<file path="src/rtl/lek_pkg.sv">
// Shared types and constants for the lowest-energy selection block.
// No dependencies; imported by every module under rtl/.
package lek_pkg;

  localparam int unsigned LekMaxEntries = 1024;
  localparam int unsigned LekMaxPicks   = 16;
  localparam int unsigned PickCountW    = 5;
  localparam logic [PickCountW-1:0] PickCountRst = 5'd1;

  typedef struct packed {
    logic [15:0] power_value;
    logic [15:0] perf_value;
    logic        last_entry;
  } lek_in_t;

  typedef struct packed {
    logic [3:0]  rank;
    logic [9:0]  config_index;
    logic [31:0] energy_value;
    logic        found;
    logic        last_pick;
  } lek_out_t;

  typedef enum logic [1:0] {
    LekLoad,
    LekScan,
    LekDrain,
    LekEmit
  } lek_state_e;

  // Controller to datapath
  typedef struct packed {
    logic wr;         // store the accepted item
    logic run_start;  // last item taken, prepare the first pass
    logic scan_rd;    // read one stored entry
    logic emit;       // load the pass result into the output register
    logic run_end;    // empty the set
  } lek_ctl_t;

  // Datapath to controller
  typedef struct packed {
    logic last_addr;  // read address points at the final stored entry
    logic last_pass;  // current pass is the final one of the run
    logic slot_free;  // output register can take a result this cycle
  } lek_sts_t;

endpackage

</file>
<file path="src/rtl/lek_ctrl.sv">
// Sequencer for load, scan and emit phases.
// Depends on lek_pkg for the state enum and the command/status structs.
module lek_ctrl (
  input  logic              clk_i,
  input  logic              rst_ni,
  input  logic              in_valid_i,
  input  logic              in_last_i,
  output logic              in_ready_o,
  input  lek_pkg::lek_sts_t sts_i,
  output lek_pkg::lek_ctl_t ctl_o
);
  import lek_pkg::*;

  lek_state_e state_q, state_d;

  always_ff @(posedge clk_i or negedge rst_ni) begin
    if (!rst_ni) begin
      state_q <= LekLoad;
    end else begin
      state_q <= state_d;
    end
  end

  always_comb begin
    state_d = state_q;
    unique case (state_q)
      LekLoad: begin
        if (in_valid_i && in_last_i) state_d = LekScan;
      end
      LekScan: begin
        if (sts_i.last_addr) state_d = LekDrain;
      end
      LekDrain: begin
        state_d = LekEmit;
      end
      LekEmit: begin
        if (sts_i.slot_free) state_d = sts_i.last_pass ? LekLoad : LekScan;
      end
      default: begin
        state_d = LekLoad;
      end
    endcase
  end

  always_comb begin
    ctl_o      = '0;
    in_ready_o = 1'b0;
    unique case (state_q)
      LekLoad: begin
        in_ready_o    = 1'b1;
        ctl_o.wr      = in_valid_i;
        ctl_o.run_start = in_valid_i && in_last_i;
      end
      LekScan: begin
        ctl_o.scan_rd = 1'b1;
      end
      LekDrain: begin
        ctl_o = '0;
      end
      LekEmit: begin
        ctl_o.emit    = sts_i.slot_free;
        ctl_o.run_end = sts_i.slot_free && sts_i.last_pass;
      end
      default: begin
        ctl_o = '0;
      end
    endcase
  end

  assert property (@(posedge clk_i) disable iff (!rst_ni)
    ctl_o.run_end |-> ctl_o.emit)
    else $error("run ended without emitting the final result");

  assert property (@(posedge clk_i) disable iff (!rst_ni)
    (state_q == LekDrain) |=> (state_q == LekEmit))
    else $error("drain did not lead to emit");

  assert property (@(posedge clk_i) disable iff (!rst_ni)
    ctl_o.run_start |=> (state_q == LekScan))
    else $error("scan did not follow the last item");

endmodule

</file>
<file path="config.mk">
export PLATFORM = sky130hd
export DESIGN_NAME = lek_ctrl
export DESIGN_NICKNAME = d
export VERILOG_FILES = /design/src/rtl/lek_pkg.sv /design/src/rtl/lek_ctrl.sv
export SDC_FILE = /design/constraint.sdc
export NUM_CORES = 1
export LEC_CHECK = 0
export ABC_AREA = 1
export CAP_MARGIN = 5
export CORE_AREA = 2 2 39 41
export DETAILED_ROUTE_END_ITERATION = 16
export DIE_AREA = 0 0 41 43
export DONT_BUFFER_PORTS = 1
export HOLD_SLACK_MARGIN = 0.05
export PLACE_DENSITY_LB_ADDON = 0.08
export SLEW_MARGIN = 5
export SYNTH_ARGS = -nofsm -noshare
export SYNTH_HDL_FRONTEND = slang
export SYNTH_SLANG_ARGS = --single-unit
</file>
<file path="constraint.sdc">
create_clock -name clk_i -period 1.6 [get_ports clk_i]
set_input_delay 0 -clock clk_i [delete_from_list [all_inputs] [get_ports clk_i]]
set_output_delay 0 -clock clk_i [all_outputs]
set_load 0.03 [all_outputs]
</file>
==> run_summary.xml, run 1 <==
<?xml version="1.0" encoding="UTF-8"?>
<metrics>
  <group name="power_and_ir_drop">
    <metric name="power_switching_share" unit="%">52.0</metric>
    <metric name="power.share.sequential" unit="%">17.4</metric>
    <metric name="power.leakage" unit="nW">0.199</metric>
    <metric name="p_comb_share" unit="%">65.6</metric>
    <metric name="power.ir.vdd_worst" unit="uV">488</metric>
    <metric name="net_switching_power_of_the_design" unit="W">0.000345</metric>
    <metric name="pwr-share-clk" unit="%">17.0</metric>
    <metric name="power_report.internal_total" unit="W">0.000318</metric>
    <metric name="power.density_cell_area" unit="nW/um^2">2070</metric>
  </group>
  <group name="drt">
    <metric name="detail_route.wl_per_cell" unit="um">8.33</metric>
    <metric name="routed_via_density" unit="">3.92</metric>
    <metric name="dr.pass1.iters" unit="">1</metric>
    <metric name="final_antenna_net_count" unit="">0</metric>
    <metric name="detail_route.iter0.violations" unit="">0</metric>
    <metric name="vias" unit="">235</metric>
    <metric name="detail_route.wirelength" unit="um">500</metric>
    <metric name="drc_errors" unit="">0</metric>
  </group>
  <group name="logic_synthesis">
    <metric name="post_synth_instance_area" unit="sq um">228</metric>
    <metric name="asyncSetResetFlopFracSynth" unit="%">100</metric>
    <metric name="yosysSeqAreaShare" unit="%">22.0</metric>
    <metric name="synth_enable_flop_cells" unit="">0</metric>
    <metric name="syn_area_per_cell" unit="sq um">6.51</metric>
    <metric name="post_synth_most_frequent_cells" unit="">12 x sky130_fd_sc_hd__nand2_1, 7 x sky130_fd_sc_hd__inv_1, 4 x sky130_fd_sc_hd__ha_1</metric>
    <metric name="dominantRegCellSynth" unit="">sky130_fd_sc_hd__dfrtp_1</metric>
    <metric name="syn_inst" unit="">35</metric>
    <metric name="netlist-cell-type-count" unit="">12</metric>
    <metric name="ys_seq_elements" unit="">2</metric>
    <metric name="post_synth_net_total" unit="">46</metric>
    <metric name="synthesis_warning_total" unit="">0</metric>
    <metric name="most_common_cell_in_the_synthesized_netlist" unit="">sky130_fd_sc_hd__nand2_1</metric>
    <metric name="synth_area_leaders" unit="">sky130_fd_sc_hd__dfrtp_1 22%, sky130_fd_sc_hd__ha_1 22%, sky130_fd_sc_hd__nand2_1 20%</metric>
    <metric name="yosysTopAreaCellShare" unit="%">22.0</metric>
    <metric name="post-synth-top-area-cell" unit="">sky130_fd_sc_hd__dfrtp_1</metric>
  </group>
  <group name="final_layout">
    <metric name="final_net_count" unit="">57</metric>
    <metric name="top_register" unit="">state_q</metric>
    <metric name="fin_cells" unit="">60</metric>
    <metric name="drive_above_1_share" unit="%">25.0</metric>
    <metric name="final.fill_count" unit="">160</metric>
    <metric name="top_regs" unit="">state_q x2</metric>
    <metric name="number_of_flip_flops_in_the_largest_register" unit="">2</metric>
    <metric name="area_growth_syn_to_layout" unit="%">40.7</metric>
    <metric name="seq_area" unit="sq um">50.0</metric>
    <metric name="antenna-diode-count" unit="">0</metric>
    <metric name="fin_util" unit="%">23.1</metric>
    <metric name="multi_input_area" unit="sq um">148</metric>
  </group>
  <group name="die">
    <metric name="die_h" unit="um">43</metric>
    <metric name="design.core.area" unit="sq um">1380</metric>
    <metric name="pin_count" unit="">13</metric>
    <metric name="floorplan.die_area" unit="sq um">1760</metric>
    <metric name="number_of_placement_rows" unit="">14</metric>
    <metric name="die_x" unit="um">41</metric>
    <metric name="initial_core_util" unit="%">16.5</metric>
  </group>
  <group name="placement">
    <metric name="gp_congestion" unit="">0.718</metric>
    <metric name="dp.cells" unit="">55</metric>
    <metric name="place.port_buffers" unit="">0</metric>
    <metric name="dpl.hpwl" unit="um">425</metric>
  </group>
  <group name="global_route">
    <metric name="grt_start_max_net_pins" unit="">6</metric>
    <metric name="grt_overflow_total" unit="">0</metric>
    <metric name="grt_pass1_vias" unit="">236</metric>
    <metric name="antenna_found_initial" unit="">0</metric>
    <metric name="gr_util_all_layers" unit="%">7.13</metric>
    <metric name="grt_first_pass_wirelength" unit="um">821</metric>
  </group>
  <group name="timing">
    <metric name="fin_skew" unit="ps">4.11</metric>
    <metric name="max_freq" unit="GHz">0.765</metric>
    <metric name="final_hold_viol_count" unit="">0</metric>
    <metric name="relSlewSlack" unit="%">83.0</metric>
    <metric name="min_period" unit="ps">1310</metric>
    <metric name="final_max_slew_viols" unit="">0</metric>
    <metric name="setup_viol" unit="">0</metric>
    <metric name="worst_slew_pin_slew" unit="ps">255</metric>
    <metric name="grt_setup_unrepaired" unit="">false</metric>
    <metric name="period_share" unit="%">81.8</metric>
    <metric name="setup_tns" unit="ps">0</metric>
  </group>
  <group name="cts">
    <metric name="insertion_delay" unit="ps">230</metric>
    <metric name="clk_root_buffer_cell" unit="">sky130_fd_sc_hd__clkbuf_4</metric>
    <metric name="tritoncts_num_sinks" unit="">2</metric>
    <metric name="cts_inserted_buffers" unit="">3</metric>
    <metric name="clkSlewWorstSetupHoldPaths" unit="ps">30</metric>
    <metric name="tritoncts" unit="">done</metric>
    <metric name="postCtsSetupBuffers" unit="">0</metric>
    <metric name="cts.htree.levels" unit="">1</metric>
    <metric name="ctsLongestPathBuffers" unit="">2</metric>
  </group>
  <group name="setup_path">
    <metric name="worst_path_max_delay_cell" unit="">sky130_fd_sc_hd__dfrtp_1</metric>
    <metric name="cp.depth" unit="">5</metric>
    <metric name="timing.critical_path.cells" unit="">inv_1 &gt; ha_1 &gt; inv_1 &gt; nor2_1 &gt; buf_4</metric>
    <metric name="critical_path_class" unit="">reg2out</metric>
    <metric name="worst-path-buf-inv" unit="">3</metric>
    <metric name="start_kind" unit="">flop</metric>
    <metric name="crit_path_max_incr_delay" unit="ps">410</metric>
    <metric name="cp_top_family" unit="">flip-flops</metric>
    <metric name="r2r.worst_path.cells" unit="">7</metric>
    <metric name="critical_path_required" unit="ps">1600</metric>
    <metric name="worst-path-max-fanout" unit="">4</metric>
    <metric name="timing.critical_path.arrival" unit="ps">1310</metric>
    <metric name="crit_top_cell" unit="">sky130_fd_sc_hd__inv_1</metric>
    <metric name="critPathCaptureType" unit="">output pin</metric>
  </group>
  <group name="min_path">
    <metric name="hold_crit_class" unit="">in2reg</metric>
    <metric name="hold_depth" unit="">4</metric>
  </group>
  <group name="job">
    <metric name="maxCapViolCount" unit="">0</metric>
  </group>
  <group name="run_status">
    <metric name="run_status" unit="">completed</metric>
  </group>
</metrics>
==> worst min-delay path, cell delays in order <==
cell and delay [ps]:
sky130_fd_sc_hd__a21oi_1 40, sky130_fd_sc_hd__nor2_1 100, sky130_fd_sc_hd__nand2_1 50, sky130_fd_sc_hd__nand2_1 50
==> layout by cell type (no fill, tap or decap) <==
master and count:
sky130_fd_sc_hd__buf_4 4, sky130_fd_sc_hd__a21oi_2 1, sky130_fd_sc_hd__dfrtp_1 2, sky130_fd_sc_hd__dlygate4sd3_1 2, sky130_fd_sc_hd__ha_1 4, sky130_fd_sc_hd__nand2_2 1, sky130_fd_sc_hd__inv_1 7, sky130_fd_sc_hd__a21oi_1 1
sky130_fd_sc_hd__nor2_1 3, sky130_fd_sc_hd__nand2_1 12, sky130_fd_sc_hd__nand4_1 1, sky130_fd_sc_hd__nand3_2 1, sky130_fd_sc_hd__nand3_1 1, sky130_fd_sc_hd__clkbuf_4 3, sky130_fd_sc_hd__inv_2 1
==> power by group through the flow <==
stage	combinational (W)	clock, W	sequential (W)
finish	0.000435	0.000113	0.000116
global route	0.000493	0.000126	0.000118
CTS	0.000446	0.000120	0.000116
detailed placement	0.000441	0	0.000117
global placement	0.000441	0	0.000115
floorplan	0.000344	0	0.000108
==> layer usage <==
metal | share of wire [%] | track usage [%] | vias to the layer above | wire length, um
met5 | 0 | 0 | - | 0
met4 | 0 | 4.00 | 0 | 0
met3 | 7.6 | 4.71 | 0 | 38
met2 | 44 | 9.69 | 10 | 222
met1 | 48 | 8.04 | 102 | 239
li1 | - | - | 123 | -
==> metrics by stage <==
step           setup slack, ps  power, W  hold slack (ps)  cell area, sq um
6_report                   292  0.000663             55.1               320
5_1_grt                    185  0.000738             91.6               320
4_1_cts                    261  0.000683             56.8               320
3_5_place_dp               356  0.000558             -296               278
3_3_place_gp               393  0.000557             -296               278
2_1_floorplan              208  0.000452             -296               228
==> final cells by class <==
cell class                      instances  share of cell area, %
Clock buffer                            3                   7.03
Inverter                                8                   9.38
Multi-Input combinational cell         25                   46.1
Sequential cell                         2                   15.6
Tap cell                               16                   6.25
Timing Repair Buffer                    6                   15.6
==> final timing paths <==
path,from,slack [ps],end
hold reg to reg,state_q[1]$_DFFE_PN0P_,570,state_q[1]$_DFFE_PN0P_
min in group asynchronous,rst_ni,540,state_q[0]$_DFFE_PN0P_
setup / recovery,state_q[1]$_DFFE_PN0P_,290,ctl_o[3]
hold / removal,in_last_i,60,state_q[0]$_DFFE_PN0P_
max in group asynchronous,rst_ni,930,state_q[1]$_DFFE_PN0P_
setup reg to reg,state_q[1]$_DFFE_PN0P_,380,state_q[0]$_DFFE_PN0P_
==> timing repair <==
action | in CTS | in global routing
endpoints found under the hold margin | 2 | 0
resized for setup | 0 | 0
hold buffers | 2 | 0
==> cells by family (layout without fill, tap and decap cells) <==
kind of cell | Yosys count | after routing | share of synthesized area [%]
simple gates | 19 | 19 | 36.8
buf+inv | 8 | 17 | 13.2
fa+ha+maj | 4 | 4 | 22.0
compound gates | 2 | 2 | 6.04
flops | 2 | 2 | 22.0
Note: power is estimated with default switching activity, not from simulation.
==> run 2: changes to the inputs <==
ABC_AREA = 0   (was 1)
clock period = 1.27 ns   (was 1.6 ns; I/O delays follow)
==> run 2 against run 1 <==
The flow now finishes with violations (negative setup slack). Global-route usage is 0.11 points lower. Synthesized cell count is 40% lower. Routed wire length is 4.4% higher. Highest routed layer unchanged. Critical path type is now reg2reg. Hold slack better by 47 ps. Utilization is 6.0 points higher. Total power is 76% higher. Area after synthesis is 14% lower. Critical path depth is 1 lower.
==> run_summary.xml, run 2 <==
<?xml version="1.0" encoding="UTF-8"?>
<metrics>
  <group name="logic_synthesis">
    <metric name="synth-xor-area-share" unit="%">0</metric>
    <metric name="dominant_combinational_cell_family_by_area_after_synthesis" unit="">adder cells</metric>
    <metric name="post_synth_most_frequent_cells" unit="">5 x sky130_fd_sc_hd__inv_1, 4 x sky130_fd_sc_hd__ha_1, 2 x sky130_fd_sc_hd__dfrtp_1, 2 x sky130_fd_sc_hd__mux2_2, 2 x sky130_fd_sc_hd__nand2_1</metric>
    <metric name="synth_compound_area_share" unit="%">9.62</metric>
    <metric name="netlist-cell-type-count" unit="">11</metric>
    <metric name="yosysTopAreaCellShare" unit="%">25.6</metric>
    <metric name="adder_cell_share_of_the_synthesized_area" unit="%">25.6</metric>
    <metric name="syn_area_per_cell" unit="sq um">9.29</metric>
    <metric name="dominantRegCellSynth" unit="">sky130_fd_sc_hd__dfrtp_1</metric>
    <metric name="post_synth_instance_area" unit="sq um">195</metric>
    <metric name="post-synth-top-area-cell" unit="">sky130_fd_sc_hd__dfrtp_1</metric>
    <metric name="synth_area_leaders" unit="">sky130_fd_sc_hd__dfrtp_1 26%, sky130_fd_sc_hd__ha_1 26%, sky130_fd_sc_hd__mux2_2 12%</metric>
    <metric name="ys_seq_elements" unit="">2</metric>
    <metric name="share_of_synthesized_area_spent_on_multiplexers" unit="%">11.5</metric>
    <metric name="most_common_cell_in_the_synthesized_netlist" unit="">sky130_fd_sc_hd__inv_1</metric>
    <metric name="synth_enable_flop_cells" unit="">0</metric>
    <metric name="yosysSeqAreaShare" unit="%">25.6</metric>
    <metric name="synth-simple-area-share" unit="%">17.9</metric>
    <metric name="syn_inst" unit="">21</metric>
    <metric name="synthesis_warning_total" unit="">0</metric>
    <metric name="post_synth_net_total" unit="">32</metric>
    <metric name="asyncSetResetFlopFracSynth" unit="%">100</metric>
  </group>
  <group name="timing">
    <metric name="relSlewSlack" unit="%">82.6</metric>
    <metric name="period_share" unit="%">120</metric>
    <metric name="grt_setup_unrepaired" unit="">true</metric>
    <metric name="worst_case_setup_margin_in_the_final_layout" unit="ps">-251</metric>
    <metric name="max_freq" unit="GHz">0.657</metric>
    <metric name="setup_tns" unit="ps">-514</metric>
    <metric name="fin_skew" unit="ps">5.07</metric>
    <metric name="final_hold_viol_count" unit="">0</metric>
    <metric name="setup_viol" unit="">4</metric>
    <metric name="min_period" unit="ps">1520</metric>
    <metric name="worst_slew_pin_slew" unit="ps">261</metric>
    <metric name="final_max_slew_viols" unit="">0</metric>
  </group>
  <group name="global_route">
    <metric name="antenna_found_initial" unit="">0</metric>
    <metric name="grt_first_pass_wirelength" unit="um">779</metric>
    <metric name="gr_util_all_layers" unit="%">7.02</metric>
    <metric name="grt_start_max_net_pins" unit="">5</metric>
    <metric name="grt_overflow_total" unit="">0</metric>
    <metric name="grt_pass1_vias" unit="">207</metric>
  </group>
  <group name="cts">
    <metric name="cts_inserted_buffers" unit="">3</metric>
    <metric name="tritoncts_num_sinks" unit="">2</metric>
    <metric name="insertion_delay" unit="ps">230</metric>
    <metric name="ctsLongestPathBuffers" unit="">2</metric>
    <metric name="cts.htree.levels" unit="">1</metric>
    <metric name="clk_root_buffer_cell" unit="">sky130_fd_sc_hd__clkbuf_4</metric>
    <metric name="tritoncts" unit="">done</metric>
    <metric name="clkSlewWorstSetupHoldPaths" unit="ps">40</metric>
  </group>
  <group name="die">
    <metric name="number_of_placement_rows" unit="">14</metric>
    <metric name="design.core.area" unit="sq um">1380</metric>
    <metric name="die_h" unit="um">43</metric>
    <metric name="floorplan.die_area" unit="sq um">1760</metric>
    <metric name="pin_count" unit="">13</metric>
    <metric name="initial_core_util" unit="%">14.1</metric>
    <metric name="die_x" unit="um">41</metric>
  </group>
  <group name="power_and_ir_drop">
    <metric name="power.ir.vdd_worst" unit="uV">1030</metric>
    <metric name="power_report.internal_total" unit="W">0.000692</metric>
    <metric name="power.leakage" unit="nW">0.190</metric>
    <metric name="power_switching_share" unit="%">40.7</metric>
    <metric name="power.share.sequential" unit="%">15.3</metric>
    <metric name="post-layout-total-power" unit="W">0.00117</metric>
    <metric name="power.density_cell_area" unit="nW/um^2">2900</metric>
    <metric name="pwr-share-clk" unit="%">13.7</metric>
    <metric name="net_switching_power_of_the_design" unit="W">0.000475</metric>
    <metric name="p_comb_share" unit="%">71.0</metric>
  </group>
  <group name="final_layout">
    <metric name="final_net_count" unit="">49</metric>
    <metric name="final_design_area_no_fill" unit="sq um">403</metric>
    <metric name="top_regs" unit="">state_q x2</metric>
    <metric name="multi_input_area" unit="sq um">184</metric>
    <metric name="drive_above_1_share" unit="%">70.3</metric>
    <metric name="layout_commonest_cell" unit="">sky130_fd_sc_hd__buf_4</metric>
    <metric name="area_growth_syn_to_layout" unit="%">106</metric>
    <metric name="antenna-diode-count" unit="">0</metric>
    <metric name="mostFrequentLayoutCells" unit="">9 x sky130_fd_sc_hd__buf_4, 3 x sky130_fd_sc_hd__inv_1, 3 x sky130_fd_sc_hd__ha_4, 3 x sky130_fd_sc_hd__clkbuf_4</metric>
    <metric name="seq_area" unit="sq um">52.6</metric>
    <metric name="final.fill_count" unit="">151</metric>
    <metric name="number_of_flip_flops_in_the_largest_register" unit="">2</metric>
    <metric name="top_register" unit="">state_q</metric>
  </group>
  <group name="drt">
    <metric name="dr.pass1.iters" unit="">4</metric>
    <metric name="drc_errors" unit="">0</metric>
    <metric name="routed_via_density" unit="">3.94</metric>
    <metric name="final_antenna_net_count" unit="">0</metric>
    <metric name="detail_route.wirelength" unit="um">522</metric>
    <metric name="vias" unit="">209</metric>
    <metric name="detail_route.wl_per_cell" unit="um">9.85</metric>
    <metric name="detail_route.iter0.violations" unit="">2</metric>
  </group>
  <group name="run_status">
    <metric name="run_status" unit="">finished, violations left</metric>
    <metric name="violated_checks" unit="">negative setup slack</metric>
  </group>
  <group name="setup_path">
    <metric name="start_kind" unit="">flop</metric>
    <metric name="critical_path_class" unit="">reg2reg</metric>
    <metric name="worst-path-max-fanout" unit="">4</metric>
    <metric name="critical_path_required" unit="ps">1370</metric>
    <metric name="timing.critical_path.arrival" unit="ps">1620</metric>
    <metric name="critPathCaptureType" unit="">flop</metric>
  </group>
  <group name="placement">
    <metric name="gp_congestion" unit="">0.699</metric>
    <metric name="dpl.hpwl" unit="um">357</metric>
    <metric name="place_area" unit="sq um">289</metric>
    <metric name="place.port_buffers" unit="">0</metric>
  </group>
  <group name="job">
    <metric name="maxCapViolCount" unit="">0</metric>
  </group>
  <group name="min_path">
    <metric name="hold_crit_class" unit="">in2reg</metric>
  </group>
</metrics>
-- run 2: changes by cell type after synthesis, sizes merged --
cell / delta
and2: +2
a21oi: -2
inv: -3
and3: +2
mux2: +2
a222oi: +1
nand4: -1
o221ai: +1
nor2: -3
nand3: -2
nand2: -11
-- run 2: per-layer routing --
metal | vias to the layer above | global-route usage, % | part of all wire, %
met4 | 0 | 6.00 | 0
met3 | 0 | 3.14 | 8.2
met2 | 9 | 9.69 | 58
met1 | 96 | 7.69 | 33
li1 | 104 | - | -
met5 | - | 0 | 0
-- run 2: per-stage QoR --
| stage | std cells | util, % | hold WS [ps] | worst slack, ps |
|---|---|---|---|---|
| floorplan | 21 | - | -296 | -239 |
| global placement | 43 | 20.9 | -296 | -359 |
| detailed placement | 43 | 20.9 | -296 | -326 |
| CTS | 51 | 27.1 | 70.6 | -265 |
| global route | 53 | 29.1 | 98.9 | -341 |
| finish | 53 | 29.1 | 102 | -251 |
-- run 2: final timing paths --
kind | startpoint | end | slack, ps | cells after the start
worst max register to register | state_q[0]$_DFFE_PN0P_ | state_q[1]$_DFFE_PN0P_ | -250 | 4
min in group asynchronous | rst_ni | state_q[0]$_DFFE_PN0P_ | 540 | 2
worst max-delay path | state_q[0]$_DFFE_PN0P_ | state_q[1]$_DFFE_PN0P_ | -250 | 4
max in group asynchronous | rst_ni | state_q[1]$_DFFE_PN0P_ | 590 | 2
worst min register to register | state_q[1]$_DFFE_PN0P_ | state_q[1]$_DFFE_PN0P_ | 620 | 1
worst min-delay path | sts_i[1] | state_q[0]$_DFFE_PN0P_ | 100 | 2
-- run 2: layout make-up --
type | instances | area share (%)
multi-input combinational | 14 | 45.7
sequential | 2 | 13.0
clock buffer | 4 | 6.52
inverter | 5 | 5.28
tap | 16 | 4.97
timing repair buffer | 12 | 24.5
-- run 2: timing repair --
item | in CTS | in global routing
setup buffers | 2 | 2
endpoints found under the setup margin | 4 | 4
endpoints found under the hold margin | 2 | 0
pin swaps | 2 | 4
hold buffers | 2 | 0
cloned | 0 | 0
gates resized for setup | 7 | 6
-- run 2: power by group through the flow --
| stage | clock [W] | sequential, W | combinational, W |
|---|---|---|---|
| after floorplan | 0 | 0.000147 | 0.000450 |
| after global placement | 0 | 0.000152 | 0.000631 |
| after detailed placement | 0 | 0.000152 | 0.000615 |
| after CTS | 0.000172 | 0.000164 | 0.000758 |
| after global routing | 0.000174 | 0.000185 | 0.000894 |
| final | 0.000160 | 0.000179 | 0.000828 |
-- run 2: cells by family after synthesis --
logic type / Yosys count
simple gates: 6
buf+inv: 5
fa+ha+maj: 4
compound gates: 2
mux: 2
flops: 2
-- run 2: worst max-delay path, cell delays in order, from the launching register on --
cell and delay, ps:
sky130_fd_sc_hd__dfrtp_2 450, sky130_fd_sc_hd__ha_4 170, sky130_fd_sc_hd__a222oi_1 290, sky130_fd_sc_hd__buf_4 180, sky130_fd_sc_hd__mux2_4 300
==> run 3: changes to the inputs <==
CELL_PAD_IN_SITES_DETAIL_PLACEMENT = 0   (was not set)
CELL_PAD_IN_SITES_GLOBAL_PLACEMENT = 2   (was not set)
==> run 3 against run 2 <==
The run still ends with negative setup slack left. Final cell count up 5.7%. Count of clock-buffer cells in the layout is the same. Highest routed layer unchanged. Largest cell class unchanged. Global-route usage fell by 0.29 points. Register-to-register slack lost 30 ps.
==> run_summary.xml, run 3 (synthesis results as in run 2) <==
<?xml version="1.0" encoding="UTF-8"?>
<metrics>
  <group name="final_layout">
    <metric name="drive_above_1_share" unit="%">70.0</metric>
    <metric name="area_growth_syn_to_layout" unit="%">119</metric>
    <metric name="antenna-diode-count" unit="">0</metric>
    <metric name="final_net_count" unit="">52</metric>
    <metric name="top_regs" unit="">state_q x2</metric>
    <metric name="number_of_flip_flops_in_the_largest_register" unit="">2</metric>
    <metric name="fin_cells" unit="">56</metric>
    <metric name="final.fill_count" unit="">158</metric>
    <metric name="layout_commonest_cell" unit="">sky130_fd_sc_hd__buf_4</metric>
    <metric name="final_design_area_no_fill" unit="sq um">428</metric>
    <metric name="top_register" unit="">state_q</metric>
    <metric name="mostFrequentLayoutCells" unit="">9 x sky130_fd_sc_hd__buf_4, 4 x sky130_fd_sc_hd__buf_6, 3 x sky130_fd_sc_hd__inv_1, 3 x sky130_fd_sc_hd__ha_4, 3 x sky130_fd_sc_hd__clkbuf_4</metric>
  </group>
  <group name="die">
    <metric name="floorplan.die_area" unit="sq um">1760</metric>
    <metric name="pin_count" unit="">13</metric>
    <metric name="die_h" unit="um">43</metric>
    <metric name="die_x" unit="um">41</metric>
    <metric name="initial_core_util" unit="%">14.1</metric>
    <metric name="design.core.area" unit="sq um">1380</metric>
    <metric name="number_of_placement_rows" unit="">14</metric>
  </group>
  <group name="setup_path">
    <metric name="critPathCaptureType" unit="">flop</metric>
    <metric name="critical_path_required" unit="ps">1370</metric>
    <metric name="worst-path-max-fanout" unit="">4</metric>
    <metric name="timing.critical_path.arrival" unit="ps">1650</metric>
    <metric name="start_kind" unit="">flop</metric>
    <metric name="crit_path_max_incr_delay" unit="ps">450</metric>
    <metric name="worst_path_max_delay_cell" unit="">sky130_fd_sc_hd__dfrtp_2</metric>
    <metric name="critical_path_class" unit="">reg2reg</metric>
    <metric name="rrSetupSlack" unit="ps">-280</metric>
    <metric name="timing.critical_path.cells" unit="">ha_4 &gt; a222oi_1 &gt; buf_4 &gt; mux2_4</metric>
  </group>
  <group name="timing">
    <metric name="max_freq" unit="GHz">0.645</metric>
    <metric name="period_share" unit="%">122</metric>
    <metric name="worst_case_setup_margin_in_the_final_layout" unit="ps">-281</metric>
    <metric name="final_hold_viol_count" unit="">0</metric>
    <metric name="grt_setup_unrepaired" unit="">true</metric>
    <metric name="min_period" unit="ps">1550</metric>
    <metric name="worst_slew_pin_slew" unit="ps">270</metric>
    <metric name="final_max_slew_viols" unit="">0</metric>
    <metric name="relSlewSlack" unit="%">82.0</metric>
    <metric name="fin_skew" unit="ps">10.1</metric>
    <metric name="setup_viol" unit="">3</metric>
  </group>
  <group name="global_route">
    <metric name="grt_first_pass_wirelength" unit="um">807</metric>
    <metric name="gr_util_all_layers" unit="%">6.73</metric>
    <metric name="grt_overflow_total" unit="">0</metric>
    <metric name="antenna_found_initial" unit="">0</metric>
    <metric name="grt_start_max_net_pins" unit="">5</metric>
    <metric name="grt_pass1_vias" unit="">210</metric>
  </group>
  <group name="placement">
    <metric name="place.port_buffers" unit="">0</metric>
    <metric name="place_area" unit="sq um">312</metric>
    <metric name="dp.cells" unit="">46</metric>
    <metric name="gp_congestion" unit="">0.631</metric>
    <metric name="preCtsSetupSlack" unit="ps">-285</metric>
  </group>
  <group name="drt">
    <metric name="detail_route.iter0.violations" unit="">2</metric>
    <metric name="detail_route.wl_per_cell" unit="um">9.04</metric>
    <metric name="final_antenna_net_count" unit="">0</metric>
    <metric name="routed_via_density" unit="">3.98</metric>
    <metric name="drc_errors" unit="">0</metric>
    <metric name="dr.pass1.iters" unit="">4</metric>
    <metric name="vias" unit="">223</metric>
    <metric name="detail_route.wirelength" unit="um">506</metric>
  </group>
  <group name="cts">
    <metric name="ctsLongestPathBuffers" unit="">2</metric>
    <metric name="cts_inserted_buffers" unit="">3</metric>
    <metric name="clkSlewWorstSetupHoldPaths" unit="ps">40</metric>
    <metric name="cts.htree.levels" unit="">1</metric>
    <metric name="tritoncts" unit="">done</metric>
    <metric name="tritoncts_num_sinks" unit="">2</metric>
    <metric name="clk_root_buffer_cell" unit="">sky130_fd_sc_hd__clkbuf_4</metric>
    <metric name="insertion_delay" unit="ps">230</metric>
  </group>
  <group name="run_status">
    <metric name="violated_checks" unit="">negative setup slack</metric>
    <metric name="run_status" unit="">finished, violations left</metric>
  </group>
  <group name="min_path">
    <metric name="hold_crit_class" unit="">in2reg</metric>
  </group>
  <group name="power_and_ir_drop">
    <metric name="post-layout-total-power" unit="W">0.00121</metric>
    <metric name="power.ir.vdd_worst" unit="uV">921</metric>
    <metric name="power.density_cell_area" unit="nW/um^2">2820</metric>
    <metric name="power.leakage" unit="nW">0.209</metric>
  </group>
  <group name="job">
    <metric name="maxCapViolCount" unit="">0</metric>
  </group>
</metrics>
-- run 3: cell type report --
cell class	instances	area, sq um	area share [%]
inverter	5	18.8	4.39
multi-input combinational	14	179	41.8
tap	16	20.0	4.68
clock buffer	4	26.3	6.14
sequential	2	51.3	12.0
timing repair buffer	15	133	31.0
-- run 3: worst max-delay path, delay by kind of cell, from the launching register on --
kind / cells / cell delay (ps)
buf+inv: 1 / 190
compound gates: 1 / 320
flops: 1 / 450
fa+ha+maj: 1 / 170
mux: 1 / 290
-- run 3: metal layers --
layer  vias up  part of all wire [%]  GRT usage [%]
met4         0                     0           6.00
met3         0                   8.9              0
met5         -                     0              0
met2        10                    49           9.38
li1        108                     -              -
met1       105                    42           9.00
-- run 3: where the power goes --
group          internal [W]  switching [W]  total [W]  leakage [nW]
registers          0.000105      0.0000600   0.000165        0.0224
clock network      0.000117      0.0000402   0.000157        0.0150
logic              0.000516       0.000369   0.000885         0.172
-- run 3: worst paths after layout --
check                                  startpoint                endpoint  cells after the start
setup / recovery           state_q[0]$_DFFE_PN0P_  state_q[1]$_DFFE_PN0P_                      4
hold / removal                           sts_i[1]  state_q[0]$_DFFE_PN0P_                      2
setup reg to reg           state_q[0]$_DFFE_PN0P_  state_q[1]$_DFFE_PN0P_                      4
hold reg to reg            state_q[1]$_DFFE_PN0P_  state_q[1]$_DFFE_PN0P_                      1
max in group asynchronous                  rst_ni  state_q[0]$_DFFE_PN0P_                      2
min in group asynchronous                  rst_ni  state_q[0]$_DFFE_PN0P_                      2
-- run 3: timing repair --
item,CTS,global route
hold buffers,2,0
resized for setup,9,2
buffers inserted,2,2
setup endpoints to repair,4,4
pin swaps,4,0
endpoints found under the hold margin,2,0
-- run 3: per-stage QoR --
stage                     util [%]  hold slack [ps]  setup TNS [ps]
after floorplan                  -             -296            -476
after global placement        22.5             -296            -548
after detailed placement      22.5             -296            -569
after CTS                     29.3             87.7            -687
after global routing          30.9             98.2            -864
final                         30.9             99.9            -644
